**config.mk**
```make
export PLATFORM = sky130hd
export DESIGN_NAME = nwcf_mac
export DESIGN_NICKNAME = d
export VERILOG_FILES = /design/src/hdl/nwcf_pkg.sv /design/src/hdl/nwcf_mac.sv
export SDC_FILE = /design/constraint.sdc
export NUM_CORES = 2
export LEC_CHECK = 0
export BUFFER_PORTS_ARGS = -buffer_cell sky130_fd_sc_hd__buf_2
export CORE_MARGIN = 5
export CORE_UTILIZATION = 46
export CTS_CLUSTER_SIZE = 14
export DETAILED_ROUTE_END_ITERATION = 10
export SLEW_MARGIN = 30
export SYNTH_ARGS = -nofsm -noshare
export SYNTH_HDL_FRONTEND = slang
export SYNTH_SLANG_ARGS = --single-unit
```
**constraint.sdc**
```tcl
create_clock -name clk -period 22.3 [get_ports clk]
set_input_delay 3.345 -clock clk [delete_from_list [all_inputs] [get_ports clk]]
set_output_delay 3.345 -clock clk [all_outputs]
set_load 0.005 [all_outputs]
```
**src/hdl/nwcf_pkg.sv**
```systemverilog
`timescale 1ns / 1ps
// ----------------------------------------------------------------------------
// nwcf_pkg: shared types and constants of the nearest wire channel finder
// Field layout, register indexes, shared multiply unit command and wire entry.
// ----------------------------------------------------------------------------
package nwcf_pkg;

  // default geometry
  localparam int DEF_MAX_PLANES = 3;
  localparam int DEF_MAX_WIRES  = 4096;

  // field widths
  localparam int NUM_AXES   = 3;
  localparam int COORD_W    = 32;
  localparam int CHAN_W     = 14;
  localparam int LEN_W      = 64;
  localparam int CE_W       = 31;
  localparam int PCNT_W     = 2;
  localparam int WCNT_W     = 13;
  localparam int PIDX_W     = 2;
  localparam int WIDX_W     = 12;
  localparam int PLANE_REGS = 3;

  // input item packing, lowest bit first
  localparam int F_PLANE_LSB = 0;
  localparam int F_WIRE_LSB  = F_PLANE_LSB + PIDX_W;
  localparam int F_PT_LSB    = F_WIRE_LSB + WIDX_W;
  localparam int F_DIR_LSB   = F_PT_LSB + NUM_AXES * COORD_W;
  localparam int F_CHAN_LSB  = F_DIR_LSB + NUM_AXES * COORD_W;
  localparam int IN_BITS     = F_CHAN_LSB + CHAN_W;
  localparam int IN_DATA_W   = ((IN_BITS + 7) / 8) * 8;
  localparam int OUT_DATA_W  = ((CHAN_W + 7) / 8) * 8;

  // configuration port
  localparam int CFG_IDX_W  = 3;
  localparam int CFG_DATA_W = 32;
  localparam int CE_RESET   = 123;
  localparam int PCNT_RESET = 3;

  // shared multiply-accumulate unit
  localparam int OP_W    = 34;
  localparam int PROD_W  = 2 * OP_W;
  localparam int LIMB_W  = 32;
  localparam int N_LIMBS = 5;
  localparam int N_W     = N_LIMBS * LIMB_W;
  localparam int D_LIMBS = LEN_W / LIMB_W;
  localparam int ACC_W   = 196;
  localparam int SHIFT_W = 3;

  // item kind carried in tuser
  localparam logic CMD_LOAD  = 1'b0;
  localparam logic CMD_QUERY = 1'b1;

  typedef enum logic [CFG_IDX_W-1:0] {
    REG_CLOSE_ENOUGH = 3'd0,
    REG_PLANE_COUNT  = 3'd1,
    REG_PLANE_X0     = 3'd2,
    REG_PLANE_X1     = 3'd3,
    REG_PLANE_X2     = 3'd4,
    REG_WIRES0       = 3'd5,
    REG_WIRES1       = 3'd6,
    REG_WIRES2       = 3'd7
  } cfg_reg_t;

  typedef enum logic [1:0] {
    ACC_HOLD,
    ACC_ADD,
    ACC_SUB
  } acc_mode_t;

  typedef struct packed {
    logic                   clr;
    acc_mode_t              mode;
    logic [SHIFT_W-1:0]     shift;
    logic signed [OP_W-1:0] a;
    logic signed [OP_W-1:0] b;
  } mac_cmd_t;

  typedef struct packed {
    logic [NUM_AXES-1:0][COORD_W-1:0] base;
    logic [NUM_AXES-1:0][COORD_W-1:0] dir;
    logic [LEN_W-1:0]                 len_sq;
    logic [CHAN_W-1:0]                chan;
  } wire_entry_t;

  typedef enum logic [3:0] {
    S_IDLE,
    S_LOAD_MUL,
    S_LOAD_WAIT,
    S_LOAD_WR,
    S_CHECK,
    S_FETCH,
    S_READ,
    S_CROSS,
    S_SQ_WAIT,
    S_NLAT,
    S_CMP,
    S_CMP_WAIT,
    S_CMP_EVAL,
    S_DONE
  } nwcf_state_t;

endpackage

```
**src/hdl/nwcf_mac.sv**
```systemverilog
`timescale 1ns / 1ps
// ----------------------------------------------------------------------------
// nwcf_mac: shared multiply-accumulate unit
// 34x34 signed multiply into a product register, then a shifted add or
// subtract into a wide signed accumulator (shift in 32-bit limbs).
// ----------------------------------------------------------------------------
module nwcf_mac import nwcf_pkg::*; (
  input  logic                     clk,
  input  logic                     rst,
  input  mac_cmd_t                 cmd,
  output logic signed [PROD_W-1:0] prod,
  output logic signed [ACC_W-1:0]  acc
);

  acc_mode_t                mode_q;
  logic [SHIFT_W-1:0]       shift_q;
  logic signed [ACC_W-1:0]  term;

  // multiply stage
  always_ff @(posedge clk) begin
    prod <= $signed(cmd.a) * $signed(cmd.b);
  end

  always_ff @(posedge clk) begin
    if (rst) begin
      mode_q  <= ACC_HOLD;
      shift_q <= '0;
    end else begin
      mode_q  <= cmd.mode;
      shift_q <= cmd.shift;
    end
  end

  // product aligned to its limb
  assign term = ACC_W'(prod) <<< (shift_q * LIMB_W);

  // accumulate stage
  always_ff @(posedge clk) begin
    if (rst || cmd.clr) begin
      acc <= '0;
    end else begin
      case (mode_q)
        ACC_ADD: acc <= acc + term;
        ACC_SUB: acc <= acc - term;
        default: ;
      endcase
    end
  end

endmodule

```
Word-level counts from Yosys, hierarchy flattened. Index checks and enable logic that the tools add are counted.

$add $sub $neg: 2. Multiply operators: 1. Equal/unequal tests: 2. Shift operators: 1. Multiplexer cells: 1. Reductions and logical operators: 2.

Operator list (number): $pmux 196 s2 (1); $add 196x196->196 (1); $sshl 68x8->196 (1); $sub 196x196->196 (1); $mul 34x34->68 (1); $eq 2x1->1 const B (1); $eq 2x2->1 const B (1); $reduce_bool 2->1 (1); $logic_or 1x1->1 (1).

Flip-flop bits (word level): 269. Bits of input ports: 76. Output and inout port bits: 264. Logic and storage cells: 13.

Depth between registers and ports, before layout.
Word-level depth: 3. Gate-level depth with buffers: 35. Gate-level depth less buffers: 30.

Least setup slack after synthesis. Ideal clock, no wire load.

Path type: input -> register. Start point: input port cmd[67] in the netlist's numbering. End point: register prod[66]. Library setup time: 0.106 ns. Arrival: 10.964 ns. Required time: 22.194 ns. Slack: 11.230 ns. Cell stages on the path: 24. Path buffers: 1. Cells stage by stage: clkbuf_1 > nand2_1 > inv_1 > fa_1 > inv_1 > fa_1 > inv_1 > fa_1 > inv_1 > fa_1 > inv_1 > fa_1 > fa_1 > fa_1 > fa_1 > ha_1 > a21o_1 > a21o_1 > a21o_1 > a21o_1 > a21o_1 > a2111oi_0 > nor2_1 > o311ai_0.

Word-level cells in the longest chain between the ends: 1.

Ends and longest elaborated chain: start: declaration (line nwcf_mac.sv:10) `input mac_cmd_t cmd,`; $mul 34x34->68 (line nwcf_mac.sv:21) `prod <= $signed(cmd.a) * $signed(cmd.b);`; end signal: assignment (line nwcf_mac.sv:21); end: declaration (line nwcf_mac.sv:11) `output logic signed [PROD_W-1:0] prod,`.

Every way passes these cells. A chain may end at the register's enable or synchronous reset.

Worst setup path after layout.
Start point: input port cmd[54] in the netlist's numbering. End point: register prod[66].

Same word-level chain as after synthesis.

==> metrics.yaml <==
drv_slew: 0
finalHoldViolations: 0
crit_fanout: 34
fill_cells: 15500
drtAntennaViolNets: 0
ys_async_sr_fraction_pct: 0
gp_congestion: 1.03
worstSetupPathType: "input port to flop"
post_drt_wl_per_cell_um: 26.5
ys_seq_elements: 269
htree_levels: 2
worstHoldPathType: "flop to flop"
final_common_cell: "inv_1"
drive_above_1_share_pct: 6.97
drc: 0
start_util_pct: 46.1
outcome: "finished clean"
required_ps: 22770
post_cts_resized: 0
yosysTopAreaCell: "fa_1"
hold-worst-slack_ps: 484
cp_data_arrival_time_ps: 12280
worst_pin_slew_ps: 1130
ios: 340
yosysUniqueCellTypes: 98
antenna_found_initial: 9
clk_pin_slew_ps: 60
mostFrequentLayoutCells: "inv_1 (1275), fa_1 (1241), nand2_1 (1081)"
hold_depth: 2
r2r_end: "acc[181]"
finalClockSkew_ps: 40.4
die_area_um2: 164000
cts_hold_buf: 0
final_area_um2: 75800
r2r_slack_ps: 11870
post-route-period-util_pct: 53.0
avgViaCountPerCell: 5.92
netlist_instances: 8914
core_area_um2: 156000
insertion_delay_ps: 600
cts.sinks: 269
max-cap-violations: 0
dr.pass1.iters: 6
synth_area_um2: 71700
placed_cell_area_um2: 74600
finalSetupViolCount: 0
cts-root-buf: "clkbuf_16"
fin_nets: 10600
grt_pass1_vias: 65700
synth_top_area_share_pct: 34.7
grt_pass1_wl_um: 432000
min_to: "acc[19]"
grt_max_degree: 86
port_buffers: 339
fp.dieH_um: 405
min-delay-start: "acc[19]"
via_count: 64800
tns_ps: 0
cts_buffer_depth: 3
rsz0062_at_grt: "no"
syn_nets: 10600
netlist_top_cells_area: "fa_1 (35%), dfxtp_1 (7.5%), ha_1 (7.0%)"
die_w_um: 405
rows: 145
drt_first_iter_violations: 6650
r2r_start: "shift_q[0]"
synth_seq_area_share_pct: 7.51
synth_warnings: 0
gr-total-overflow: 0
reg2reg_depth: 26
max_freq_ghz: 0.0847
dp_hpwl_um: 232000
layout_min_cycle_time_ps: 11810
startpoint_type: "input port"
end_kind: "flop"
synth_edf_count: 0
grtUsageTotal_pct: 35.0
cts_buffers: 34
relSlewSlack_pct: 23.2
ys.flop_type: "dfxtp_1"
synth.avg_cell_area_um2: 8.05
post_cts_buffers: 0
drt_wl_total_um: 290000
cts_tree: "yes"
area_growth_pct: 5.62
-- final cells by class --
type | count | area (µm²) | area share (%)
inverter | 1278 | 4800 | 6.33
antenna | 8 | 20.0 | 0.0264
sequential | 269 | 5390 | 7.12
timing repair buffer | 446 | 2520 | 3.33
clock buffer | 45 | 996 | 1.31
clock inverter | 14 | 100 | 0.132
multi-input combinational | 6818 | 59400 | 78.3
tap | 2058 | 2570 | 3.40
-- worst max-delay path: stages --
cell	delay (ps)
buf_2	600
nand2_1	190
fa_1	540
fa_1	500
inv_1	50
fa_1	480
inv_1	60
fa_1	470
fa_1	550
inv_1	70
fa_1	490
fa_1	490
inv_1	50
fa_1	530
inv_1	60
ha_1	360
a211oi_1	260
o21ai_0	140
a221o_1	330
a41oi_1	280
o211ai_1	150
o211ai_1	570
a31o_2	280
o21ai_0	100
a21o_1	270
a2111oi_0	540
nor2_1	150
o311ai_0	320
-- worst max path at each step --
stage                     depth (start not counted)  slack, ps     from  endpoint
after floorplan                                  24      11230  cmd[67]  prod[66]
after global placement                           28       9990   cmd[4]  prod[66]
after detailed placement                         28       9910   cmd[4]  prod[66]
after CTS                                        28      10530   cmd[4]  prod[66]
after global routing                             28      10130   cmd[4]  prod[66]
final                                            28      10490  cmd[54]  prod[66]
-- synthesized netlist by cell type (46+ instances only) --
cell type,count
nand2_1,1082
xnor2_1,282
nor2_1,535
clkbuf_1,487
a21o_1,143
and3_1,50
dfxtp_1,269
inv_1,1275
o21a_1,46
ha_1,401
o21ai_0,379
xor2_1,120
nand4_1,149
nor3_1,106
o21bai_1,78
a21oi_1,724
and2_1,648
fa_1,1242
a31oi_1,80
nand3_1,122
mux2i_1,60
-- cells by family after synthesis --
logic type | synth area share (%)
buffers and inverters | 9.89
AOI/OAI and AO/OA | 14.8
adders and majority gates | 41.7
muxes | 1.28
xor gates and xnor gates | 4.91
and+or+nand+nor | 19.9
DFF | 7.51
-- routing by layer --
layer  track usage [%]  wire length, µm
met5                 0               61
met4              16.9            17100
met3              5.61            24200
met2              55.2           129000
met1              47.2           120000
-- registers in the layout, summed over array words and instances (netlist names) --
register	flops
acc	196
prod	68
shift_q	3
mode_q	2
-- through the flow --
stage                     utilization [%]  cells  worst slack, ps
after floorplan                         -   8914            11230
after global placement               47.9  10900             9990
after detailed placement             47.9  10900             9910
after CTS                            48.6  10900            10530
after global routing                 48.7  10900            10130
final                                48.7  10900            10490
Power is left out: the tool's default activity adds up to more than one toggle a clock period on the data nets, which glitch-free logic cannot reach.
